===== config.mk =====
export PLATFORM = sky130hd
export DESIGN_NAME = lcd_scanline_mode_sequencer_core
export DESIGN_NICKNAME = d
export VERILOG_FILES = /design/src/rtl/lsms_pkg.sv /design/src/rtl/lsms_step.sv /design/src/rtl/lcd_scanline_mode_sequencer_core.sv
export SDC_FILE = /design/constraint.sdc
export NUM_CORES = 1
export LEC_CHECK = 0
export BUFFER_PORTS_ARGS = -buffer_cell sky130_fd_sc_hd__buf_2
export CAP_MARGIN = 30
export CORE_MARGIN = 2
export CORE_UTILIZATION = 52
export CTS_CLUSTER_SIZE = 10
export DETAILED_ROUTE_END_ITERATION = 6
export PLACE_DENSITY = 0.76
export SYNTH_ARGS = -nofsm -noshare
export SYNTH_HDL_FRONTEND = slang
export SYNTH_HIERARCHICAL = 1
export SYNTH_SLANG_ARGS = --single-unit

===== constraint.sdc =====
create_clock -name clk -period 8.3 [get_ports clk]
set_input_delay 1.66 -clock clk [delete_from_list [all_inputs] [get_ports clk]]
set_output_delay 1.66 -clock clk [all_outputs]
set_load 0.02 [all_outputs]

===== src/rtl/lsms_pkg.sv =====
package lsms_pkg;

	typedef enum logic [1:0] {
		MODE_HBLANK = 2'd0,
		MODE_VBLANK = 2'd1,
		MODE_OAM    = 2'd2,
		MODE_XFER   = 2'd3
	} mode_t;

	localparam int unsigned FRAME_LENGTH_DEF = 70224;

	localparam int unsigned CNT_W = 18;
	localparam logic [CNT_W-1:0] CNT_MAX = '1;

	localparam logic [CNT_W-1:0] OAM_CYCLES    = 18'd80;
	localparam logic [CNT_W-1:0] XFER_CYCLES   = 18'd170;
	localparam logic [CNT_W-1:0] HBLANK_CYCLES = 18'd206;
	localparam logic [CNT_W-1:0] LINE_CYCLES   = 18'd456;

	localparam logic [7:0] LINE_LAST      = 8'd153;
	localparam logic [7:0] LINE_VIS_LAST  = 8'd143;
	localparam logic [7:0] LINE_VBL_FIRST = 8'd144;
	localparam logic [7:0] LINE_RESET     = 8'h91;
	localparam logic [7:0] LINE_PRE_WRAP  = 8'hFF;

	localparam int unsigned EN_COINC = 3;

	typedef struct packed {
		logic [CNT_W-1:0] dot_count;
		logic [CNT_W-1:0] dot_target;
		logic [7:0]       line_count;
		mode_t            current_mode;
		mode_t            pending_mode;
		logic             match_flag;
	} state_t;

	typedef struct packed {
		logic [7:0] line;
		mode_t      mode;
		logic       coincidence;
		logic       vblank_irq;
		logic       stat_irq;
		logic       draw_line;
	} result_t;

	function automatic logic [CNT_W-1:0] sat_add(input logic [CNT_W-1:0] a,
			input logic [CNT_W-1:0] b);
		logic [CNT_W:0] s;
		s = {1'b0, a} + {1'b0, b};
		return s[CNT_W] ? CNT_MAX : s[CNT_W-1:0];
	endfunction

endpackage


===== src/rtl/lsms_step.sv =====
module lsms_step #(
	parameter int unsigned FRAME_LENGTH = lsms_pkg::FRAME_LENGTH_DEF
) (
	input  lsms_pkg::state_t  cur,
	input  logic [7:0]        cycles,
	input  logic              display_on,
	input  logic [7:0]        compare_line,
	input  logic [3:0]        stat_enables,
	output lsms_pkg::state_t  nxt,
	output lsms_pkg::result_t res
);

	localparam int unsigned W = lsms_pkg::CNT_W;
	localparam logic [W:0] FL1 = (W+1)'(FRAME_LENGTH);
	localparam logic [W:0] FL2 = (W+1)'(2 * FRAME_LENGTH);
	localparam logic [W:0] FL3 = (W+1)'(3 * FRAME_LENGTH);

	logic [W-1:0]    dc;
	logic [W:0]      dc_x;
	logic [W:0]      dc_mod_x;
	logic [W-1:0]    dc_mod;
	logic [W-1:0]    tgt;
	logic [7:0]      ln;
	logic [7:0]      ln_inc;
	lsms_pkg::mode_t pm;
	logic            hit;
	logic            vbl;
	logic            stat;
	logic            draw;

	always_comb begin
		dc   = lsms_pkg::sat_add(cur.dot_count, W'(cycles));
		dc_x = {1'b0, dc};
		priority if (dc_x >= FL3) begin
			dc_mod_x = dc_x - FL3;
		end else if (dc_x >= FL2) begin
			dc_mod_x = dc_x - FL2;
		end else if (dc_x >= FL1) begin
			dc_mod_x = dc_x - FL1;
		end else begin
			dc_mod_x = dc_x;
		end
		dc_mod = dc_mod_x[W-1:0];

		nxt    = cur;
		vbl    = 1'b0;
		stat   = 1'b0;
		draw   = 1'b0;
		pm     = cur.pending_mode;
		ln     = cur.line_count;
		tgt    = cur.dot_target;
		ln_inc = ln + 8'd1;
		hit    = 1'b0;
		nxt.dot_count = dc;

		if (display_on) begin
			if (dc >= cur.dot_target) begin
				if (cur.line_count == lsms_pkg::LINE_LAST) begin
					pm  = lsms_pkg::MODE_OAM;
					ln  = lsms_pkg::LINE_PRE_WRAP;
					tgt = W'(FRAME_LENGTH);
					nxt.dot_count = dc_mod;
				end
				ln_inc = ln + 8'd1;
				hit    = (compare_line == ln_inc);
				if (cur.current_mode != pm && pm != lsms_pkg::MODE_XFER && stat_enables[pm])
					stat = 1'b1;
				nxt.current_mode = pm;
				nxt.line_count   = ln;
				unique case (pm)
					lsms_pkg::MODE_OAM: begin
						nxt.dot_target   = lsms_pkg::sat_add(tgt, lsms_pkg::OAM_CYCLES);
						nxt.pending_mode = lsms_pkg::MODE_XFER;
						nxt.line_count   = ln_inc;
						nxt.match_flag   = hit;
						stat = stat | (hit & stat_enables[lsms_pkg::EN_COINC]);
					end
					lsms_pkg::MODE_XFER: begin
						nxt.dot_target   = lsms_pkg::sat_add(tgt, lsms_pkg::XFER_CYCLES);
						nxt.pending_mode = lsms_pkg::MODE_HBLANK;
					end
					lsms_pkg::MODE_HBLANK: begin
						nxt.dot_target = lsms_pkg::sat_add(tgt, lsms_pkg::HBLANK_CYCLES);
						if (ln <= lsms_pkg::LINE_VIS_LAST) begin
							nxt.pending_mode = lsms_pkg::MODE_OAM;
							draw = 1'b1;
						end else begin
							nxt.pending_mode = lsms_pkg::MODE_VBLANK;
						end
					end
					lsms_pkg::MODE_VBLANK: begin
						nxt.dot_target   = lsms_pkg::sat_add(tgt, lsms_pkg::LINE_CYCLES);
						nxt.pending_mode = lsms_pkg::MODE_VBLANK;
						vbl = (ln == lsms_pkg::LINE_VBL_FIRST);
						nxt.line_count   = ln_inc;
						nxt.match_flag   = hit;
						stat = stat | (hit & stat_enables[lsms_pkg::EN_COINC]);
					end
					default: begin
						nxt.pending_mode = lsms_pkg::MODE_VBLANK;
					end
				endcase
			end
		end else begin
			nxt.dot_count = dc_mod;
		end

		res.line        = nxt.line_count;
		res.mode        = nxt.current_mode;
		res.coincidence = nxt.match_flag;
		res.vblank_irq  = vbl;
		res.stat_irq    = stat;
		res.draw_line   = draw;
	end

endmodule


===== src/rtl/lcd_scanline_mode_sequencer_core.sv =====
// LCD scanline mode sequencer.
// Request channel: req_valid/req_ready carry one tick (cycles, display_on,
// compare_line, stat_enables). A request is taken at a clock edge with both high.
// Result channel: res_valid/res_ready carry line, mode, coincidence, vblank_irq,
// stat_irq and draw_line, one result for every request, in order.
// A taken request is held in the request stage; its result is then registered
// in the result register. Throughput: one request per cycle while the receiver
// takes results; the dot counter, line counter and mode registers update together
// from the held request, so ticks stream back to back with no gaps.
// A stalled receiver holds the result register; the held request stage then
// stays full and req_ready falls in the same cycle, so nothing is lost.
// Reset (arst_n low): both stages empty, dot counter and target zero, line 145,
// mode hblank, next mode oam scan, coincidence flag clear.
// While display_on is low only the dot counter moves, wrapping at FRAME_LENGTH.
module lcd_scanline_mode_sequencer_core #(
	parameter int unsigned FRAME_LENGTH = lsms_pkg::FRAME_LENGTH_DEF
) (
	input  logic            clk,
	input  logic            arst_n,
	input  logic            req_valid,
	output logic            req_ready,
	input  logic [7:0]      cycles,
	input  logic            display_on,
	input  logic [7:0]      compare_line,
	input  logic [3:0]      stat_enables,
	output logic            res_valid,
	input  logic            res_ready,
	output logic [7:0]      line,
	output logic [1:0]      mode,
	output logic            coincidence,
	output logic            vblank_irq,
	output logic            stat_irq,
	output logic            draw_line
);

	logic              valid_s1;
	logic [7:0]        cycles_s1;
	logic              display_on_s1;
	logic [7:0]        compare_line_s1;
	logic [3:0]        stat_enables_s1;
	logic              adv_s1;
	lsms_pkg::state_t  state_q;
	lsms_pkg::state_t  state_nxt;
	lsms_pkg::result_t res_nxt;
	lsms_pkg::result_t res_q;
	logic              res_valid_q;

	assign adv_s1    = valid_s1 && (!res_valid_q || res_ready);
	assign req_ready = !valid_s1 || adv_s1;

	always_ff @(posedge clk or negedge arst_n) begin
		if (!arst_n) begin
			valid_s1 <= 1'b0;
		end else if (req_ready) begin
			valid_s1 <= req_valid;
		end
	end

	always_ff @(posedge clk) begin
		if (req_valid && req_ready) begin
			cycles_s1       <= cycles;
			display_on_s1   <= display_on;
			compare_line_s1 <= compare_line;
			stat_enables_s1 <= stat_enables;
		end
	end

	lsms_step #(
		.FRAME_LENGTH(FRAME_LENGTH)
	) u_step (
		.cur         (state_q),
		.cycles      (cycles_s1),
		.display_on  (display_on_s1),
		.compare_line(compare_line_s1),
		.stat_enables(stat_enables_s1),
		.nxt         (state_nxt),
		.res         (res_nxt)
	);

	always_ff @(posedge clk or negedge arst_n) begin
		if (!arst_n) begin
			state_q.dot_count    <= '0;
			state_q.dot_target   <= '0;
			state_q.line_count   <= lsms_pkg::LINE_RESET;
			state_q.current_mode <= lsms_pkg::MODE_HBLANK;
			state_q.pending_mode <= lsms_pkg::MODE_OAM;
			state_q.match_flag   <= 1'b0;
			res_valid_q          <= 1'b0;
		end else begin
			if (adv_s1)
				state_q <= state_nxt;
			if (adv_s1)
				res_valid_q <= 1'b1;
			else if (res_ready)
				res_valid_q <= 1'b0;
		end
	end

	always_ff @(posedge clk) begin
		if (adv_s1)
			res_q <= res_nxt;
	end

	assign res_valid   = res_valid_q;
	assign line        = res_q.line;
	assign mode        = res_q.mode;
	assign coincidence = res_q.coincidence;
	assign vblank_irq  = res_q.vblank_irq;
	assign stat_irq    = res_q.stat_irq;
	assign draw_line   = res_q.draw_line;

`ifndef SYNTHESIS
	a_line_range: assert property (@(posedge clk) disable iff (!arst_n)
		state_q.line_count <= lsms_pkg::LINE_LAST)
		else $error("line counter beyond last frame line");

	a_vbl_mode: assert property (@(posedge clk) disable iff (!arst_n)
		res_valid && vblank_irq |-> mode == lsms_pkg::MODE_VBLANK)
		else $error("vblank interrupt outside vblank");

	a_draw_mode: assert property (@(posedge clk) disable iff (!arst_n)
		res_valid && draw_line |->
			mode == lsms_pkg::MODE_HBLANK && line <= lsms_pkg::LINE_VIS_LAST)
		else $error("draw request outside visible hblank");

	a_xfer_next: assert property (@(posedge clk) disable iff (!arst_n)
		state_q.current_mode == lsms_pkg::MODE_XFER |->
			state_q.pending_mode == lsms_pkg::MODE_HBLANK)
		else $error("transfer not followed by hblank");
`endif

endmodule


==> results of run 1 <==
## layout by cell type, fill, tap and decap left out, types with 7 or more instances in the layout
cell	count
nand4_1	14
buf_2	40
and3_1	9
ha_1	44
or2_2	7
edfxtp_1	35
xor2_1	16
o211ai_1	7
o21a_1	9
and2_1	9
a21oi_1	75
nor4_1	10
clkbuf_16	9
dfrtp_1	47
a21o_1	7
mux2_4	49
nand2b_1	11
buf_4	7
nand2_1	101
or3_1	7
nor3_1	16
inv_2	7
nand3_1	34
a31oi_1	18
xnor2_1	51
inv_1	39
o21ai_0	82
nor2_1	54
o31ai_1	9
## cell type report
cell class,instances,area (µm²)
fillers,1436,6950
multi-input cells,770,5570
flip-flops and latches,86,2330
repair buffers,48,280
well taps,216,270
clock buffers,10,229
inverters,47,176
clock inverters,6,70.1
## power by group
part	leakage (nW)	total (W)	internal [W]	switching (W)
clock network	0.147	0.000416	0.000236	0.000180
registers	0.967	0.000718	0.000559	0.000159
logic	2.53	0.00217	0.000882	0.00129
## worst min-delay path by stage
| stage | startpoint | to | slack (ns) |
|---|---|---|---|
| floorplan | state_q[41] | state_q[41] | 0.48 |
| global placement | state_q[37] | state_q[37] | 0.49 |
| detailed placement | state_q[0] | state_q[0] | 0.49 |
| CTS | state_q[0] | state_q[0] | 0.52 |
| global route | state_q[37] | state_q[37] | 0.53 |
| finish | state_q[38] | state_q[38] | 0.51 |
## per-stage QoR
stage	hold WS, ns	cells	worst slack (ns)	util [%]
global route	0.529	1183	2.29	56.2
detailed placement	0.494	1166	2.89	54.2
floorplan	0.476	967	3.81	-
CTS	0.518	1182	2.86	56.1
global placement	0.493	1166	3.11	54.2
finish	0.515	1183	2.76	56.2
## layer usage
layer  GRT usage, %  up-vias
met2           41.2      383
met4           9.00        0
met1           35.4     3608
met5              0        -
li1               -     3540
met3           4.24       64
## worst register-to-register path, cell delays in order (launching register included)
cell and delay (ns):
dfrtp_1 0.35, ha_1 0.19, inv_1 0.06, fa_1 0.39, nand2b_1 0.20, a21oi_2 0.26
o21a_1 0.51, nand2_2 0.24, nand2_1 0.52, ha_1 0.36, a2111oi_0 0.42, o21ai_0 0.16
a211oi_1 0.22, a31oi_1 0.14, nand2_1 0.66, nor2_1 0.16, mux2_2 0.33, mux2_4 0.26
## state kept, by name, indices dropped and copies added (netlist names)
register and cells:
state_q 49, compare_line_s1 8, cycles_s1 8, line 8, stat_enables_s1 4, mode 2
coincidence 1, display_on_s1 1, draw_line 1, res_valid 1, stat_irq 1, valid_s1 1
vblank_irq 1
## cells by family after synthesis
| family | after synthesis |
|---|---|
| adder cells (fa/ha/maj) | 45 |
| AO/OA/AOI/OAI | 298 |
| AND/OR/NAND/NOR | 300 |
| buffers and inverters | 111 |
| XOR/XNOR | 67 |
| flip-flops | 86 |
| multiplexers | 60 |
==> impl_metrics.py, run 1 <==
metrics = {
    "floorplanning": {
        "coreArea_mm2": 0.0159,
        "design.die.area_mm2": 0.0172,
        "start_util_pct": 53.1,
        "ios": 41,
        "row_count": 46,
        "die-height_um": 131,
        "die_w_um": 131,
    },
    "cells_and_area": {
        "num-nets-final": 1032,
        "area_growth_pct": 5.95,
        "drive_above_1_share_pct": 18.0,
        "diodes": 0,
        "design_area_mm2": 0.00893,
    },
    "timing": {
        "setup-tns-final_ns": 0,
        "skew_ns": 0.00860,
        "worstMarginPinSlew_ns": 0.933,
        "slew-limit-headroom_pct": 37.8,
        "rsz0062_at_grt": "false",
        "hold_viol_final": 0,
        "fmax_mhz": 180,
        "setup_viol": 0,
        "period_needed_ns": 5.54,
        "finalMaxSlewViolations": 0,
        "timing.final.crit_share_pct": 66.8,
    },
    "placed_design": {
        "dpl_cell_area_mm2": 0.00861,
        "place.gp.congestion": 0.995,
        "numPortBuffers": 40,
        "dp_hpwl_um": 16300,
    },
    "critical_path": {
        "r2r_end": "state_q[0]",
        "critical_path_class": "register to register",
        "crit_path_cell_trace": "ha_1, inv_1, fa_1, nand2b_1, a21oi_2, o21a_1, nand2_2, nand2_1, ha_1, a2111oi_0, o21ai_0, a211oi_1, a31oi_1, nand2_1, nor2_1, mux2_2, mux2_4",
        "crit_slowest_cell": "nand2_1",
        "cp_slowest_stage_delay_ns": 0.66,
        "r2r_setup_slack_ns": 2.76,
        "critPathRequiredTime_ns": 8.54,
        "critPathCapture": "state_q[0]",
        "critical-path-top-delay-family": "simple AND/OR/NAND/NOR gates",
        "end_kind": "register",
        "crit_buf_inv": 1,
        "cp_num_cells": 17,
        "worst_setup_path_start_kind": "register",
        "rr_startpoint": "state_q[31]",
        "cp_max_fo": 21,
        "startpoint": "state_q[31]",
        "worstRegToRegCells": 17,
        "arrival_ns": 5.78,
    },
    "detailed_routing": {
        "drt_iter0_drc": 854,
        "avgRoutedWirePerCell_um": 19.1,
        "viasPerCell": 6.42,
        "postRouteWirelength_um": 22600,
        "met2_length_um": 10400,
        "dr_wl_met3_um": 1750,
        "drc": 0,
        "highest_layer": "met4",
        "drt_pass1_iterations": 6,
        "ant_nets": 0,
        "wl_met1_um": 9810,
        "vias": 7595,
    },
    "synth": {
        "postSynthCellCount": 967,
        "synth_top_family_by_area": "compound AO/OA/AOI/OAI gates",
        "synth-edff-count": 35,
        "synth-simple-area-share_pct": 17.6,
        "syn_nets": 1037,
        "synthAdderAreaFrac_pct": 6.77,
        "synth-compound-area-share_pct": 24.4,
        "synth_seq_cells": 86,
        "synth_xor_area_share_pct": 6.96,
        "syn_area_per_cell_um2": 8.72,
        "yosysSeqAreaShare_pct": 27.7,
        "ys.flop_type": "dfrtp_1",
        "yosysTopAreaCell": "dfrtp_1",
        "ys_types": 92,
        "yosys-top-cells-count": "nand2_1, o21ai_0, a21oi_1",
        "yosysMostFrequentCell": "nand2_1",
        "yosys-top-cells-area": "dfrtp_1, edfxtp_1, mux2_4",
        "synth_top_area_share_pct": 14.0,
        "syn_area_mm2": 0.00843,
        "synthMuxAreaShare_pct": 10.3,
        "ys_warn_count": 6,
        "async_flop_share_pct": 59.3,
    },
    "grt": {
        "grt_pass1_vias": 6901,
        "grt_max_degree": 52,
        "grtUsageTotal_pct": 25.8,
        "grt_pass1_wl_um": 36100,
        "overflow": 0,
        "antenna_found_initial": 0,
    },
    "power_and_ir_drop": {
        "peakVddDrop_v": 0.000210,
        "leakagePower_nw": 3.64,
        "finalPower_w": 0.00331,
        "power_density_mw_per_mm2": 370,
    },
    "clock_tree": {
        "post-cts-setup-buffer-count": 0,
        "insertion_delay_ns": 0.35,
        "cts_root_buf": "clkbuf_16",
        "path_clk_slew_ns": 0.07,
        "clock-sinks": 86,
        "cts_tree": "done",
        "ctsResizeCount": 0,
        "numCtsBuffers": 9,
        "clock_path_buffers": 2,
        "ctsHoldBuffers": 0,
        "ctsHtreeMaxLevel": 3,
    },
    "run_status": {
        "status": "complete, no violations",
    },
    "flow_run": {
        "cap_violations": 0,
    },
    "worst_hold_path": {
        "worstHoldPathType": "register to register",
        "whs_path_depth": 1,
    },
}
Power figures use the tool's default switching activity.
==> run 2: changes to the inputs <==
--- a/config.mk
+++ b/config.mk
@@ -11,7 +11,7 @@
 export CORE_UTILIZATION = 52
 export CTS_CLUSTER_SIZE = 10
 export DETAILED_ROUTE_END_ITERATION = 6
-export PLACE_DENSITY = 0.76
+export PLACE_DENSITY = 0.79
 export SYNTH_ARGS = -nofsm -noshare
 export SYNTH_HDL_FRONTEND = slang
 export SYNTH_HIERARCHICAL = 1
==> constraint.sdc (replaced) <==
create_clock -name clk -period 4.9 [get_ports clk]
set_input_delay 0.98 -clock clk [delete_from_list [all_inputs] [get_ports clk]]
set_output_delay 0.98 -clock clk [all_outputs]
set_load 0.02 [all_outputs]
==> run 2 against run 1 <==
  * Final cell count grew 1.7%
  * Non-clock buffer count up 20
  * Worst setup slack worse by 2.4 ns
  * Die area stayed put
  * Sequential share of layout area decreased by 0.52 points
  * First-iteration DRC count decreased by 13%
  * Utilization increased by 1.1 points
==> impl_metrics.py, run 2 (synthesis results as in run 1) <==
metrics = {
    "power_and_ir_drop": {
        "p_switching_w": 0.00284,
        "power_density_mw_per_mm2": 633,
        "peakVddDrop_v": 0.000401,
        "power.internal_w": 0.00293,
        "pwr-share-seq_pct": 21.0,
        "pwr-share-comb_pct": 66.3,
        "swShare_pct": 49.3,
        "power_frac_clock_pct": 12.7,
        "leakagePower_nw": 3.74,
    },
    "placed_design": {
        "pre_cts_ws_ns": 0.159,
        "dp_cells": 1186,
        "dp_hpwl_um": 17200,
        "dpl_cell_area_mm2": 0.00876,
        "place.gp.congestion": 0.952,
        "numPortBuffers": 40,
    },
    "cells_and_area": {
        "area_growth_pct": 8.09,
        "largest_register_ffs": 49,
        "mostFrequentLayoutCells": "nand2_1, o21ai_0, a21oi_1",
        "largest-register": "state_q",
        "num-fill-cells": 1418,
        "seqCellArea_mm2": 0.00233,
        "final_common_cell": "nand2_1",
        "num-nets-final": 1052,
        "multi_input_area_mm2": 0.00560,
        "diodes": 0,
        "drive_above_1_share_pct": 20.4,
        "fin_cells": 1203,
        "design_area_mm2": 0.00911,
    },
    "timing": {
        "hold_viol_final": 0,
        "setup-tns-final_ns": 0,
        "slew-limit-headroom_pct": 45.0,
        "timing.final.crit_share_pct": 93.6,
        "rsz0062_at_grt": "false",
        "period_needed_ns": 4.59,
        "worstMarginPinSlew_ns": 0.820,
        "worst_slack_ns": 0.313,
        "skew_ns": 0.00993,
        "finalMaxSlewViolations": 0,
        "setup_viol": 0,
        "fmax_mhz": 218,
    },
    "critical_path": {
        "critical_path_class": "register to register",
        "crit_buf_inv": 2,
        "crit_slowest_cell": "fa_1",
        "cp_slowest_stage_delay_ns": 0.40,
        "critPathRequiredTime_ns": 5.15,
        "worst_setup_path_start_kind": "register",
        "end_kind": "register",
        "crit_path_cell_trace": "ha_1, inv_1, fa_1, nand2b_1, a21oi_4, o21a_2, nand2_2, and2_1, inv_1, ha_1, nand4_1, a21boi_1, o2111ai_1, a21o_2, o41ai_1, a31oi_1, xnor2_1, mux2_4",
        "critical-path-top-delay-family": "compound AO/OA/AOI/OAI gates",
        "arrival_ns": 4.83,
        "cp_max_fo": 13,
    },
    "run_status": {
        "status": "complete, no violations",
    },
    "clock_tree": {
        "numCtsBuffers": 9,
        "ctsHtreeMaxLevel": 3,
        "clock_path_buffers": 2,
        "cts_root_buf": "clkbuf_16",
        "cts_tree": "done",
        "path_clk_slew_ns": 0.07,
        "insertion_delay_ns": 0.36,
        "clock-sinks": 86,
        "post-cts-setup-buffer-count": 0,
    },
    "floorplanning": {
        "die-height_um": 131,
        "row_count": 46,
        "coreArea_mm2": 0.0159,
        "design.die.area_mm2": 0.0172,
        "die_w_um": 131,
        "ios": 41,
        "start_util_pct": 53.1,
    },
    "detailed_routing": {
        "avgRoutedWirePerCell_um": 19.6,
        "postRouteWirelength_um": 23600,
        "drt_pass1_iterations": 5,
        "vias": 7681,
        "ant_nets": 0,
        "drc": 0,
        "viasPerCell": 6.38,
        "drt_iter0_drc": 744,
    },
    "grt": {
        "grt_max_degree": 52,
        "overflow": 0,
        "grt_pass1_vias": 7342,
        "grtUsageTotal_pct": 27.1,
        "grt_pass1_wl_um": 38000,
        "antenna_found_initial": 0,
    },
    "flow_run": {
        "cap_violations": 0,
    },
    "worst_hold_path": {
        "worstHoldPathType": "register to register",
    },
}
[run 2: changes by cell type in the layout (fill, tap and decap cells not counted), sizes merged]
cell,previous run,this run
clkbuf,10,9
clkinv,4,3
buf,48,68
clkinvlp,0,2
[run 2: area by class of cell]
cell class | instances | area share, %
Multi-Input combinational cell | 770 | 61.4
Timing Repair Buffer | 68 | 4.72
Clock inverter | 7 | 0.906
Sequential cell | 86 | 25.6
Tap cell | 216 | 2.97
Inverter | 47 | 1.94
Clock buffer | 9 | 2.47
[run 2: metal layers]
metal  track usage (%)  vias to the layer above  share of wire [%]
met2              45.4                      383                 47
met5                 0                        -                  0
li1                  -                     3581                  -
met1              35.6                     3640                 42
met3              4.13                       77                7.6
met4              10.0                        0                3.3
[run 2: path summary, 6_finish.rpt]
kind	slack (ns)	to	from	depth (start not counted)
hold / removal	0.52	state_q[38]	state_q[38]	1
hold reg to reg	0.52	state_q[38]	state_q[38]	1
max in group asynchronous	3.64	state_q[38]	arst_n	2
setup / recovery	0.31	state_q[42]	state_q[31]	18
min in group asynchronous	0.77	state_q[21]	arst_n	2
setup reg to reg	0.31	state_q[42]	state_q[31]	18
[run 2: worst reg2reg max path: cells and delay by family (launching register included)]
kind | cells | cell delay (ns)
muxes | 1 | 0.26
buffers and inverters | 2 | 0.25
DFF | 1 | 0.35
AOI/OAI and AO/OA | 7 | 1.96
xor gates and xnor gates | 1 | 0.16
and+or+nand+nor | 4 | 0.65
adders and majority gates | 3 | 0.85
[run 2: power groups by stage]
stage               logic, W  clock network (W)  registers [W]
finish               0.00382           0.000730        0.00121
global route         0.00419           0.000763        0.00124
CTS                  0.00373           0.000738        0.00120
global placement     0.00368                  0        0.00121
floorplan            0.00295                  0        0.00111
detailed placement   0.00370                  0        0.00121
[run 2: per-stage QoR]
step / total power (W) / hold WS (ns) / util, %
finish: 0.00576 / 0.516 / 57.4
global route: 0.00619 / 0.532 / 57.4
CTS: 0.00567 / 0.520 / 57.1
detailed placement: 0.00491 / 0.498 / 55.1
global placement: 0.00489 / 0.496 / 55.1
floorplan: 0.00406 / 0.476 / -
[run 2: timing repair]
action,CTS,global route
hold buffers,0,0
gates resized for setup,0,8
endpoints found under the setup margin,0,56
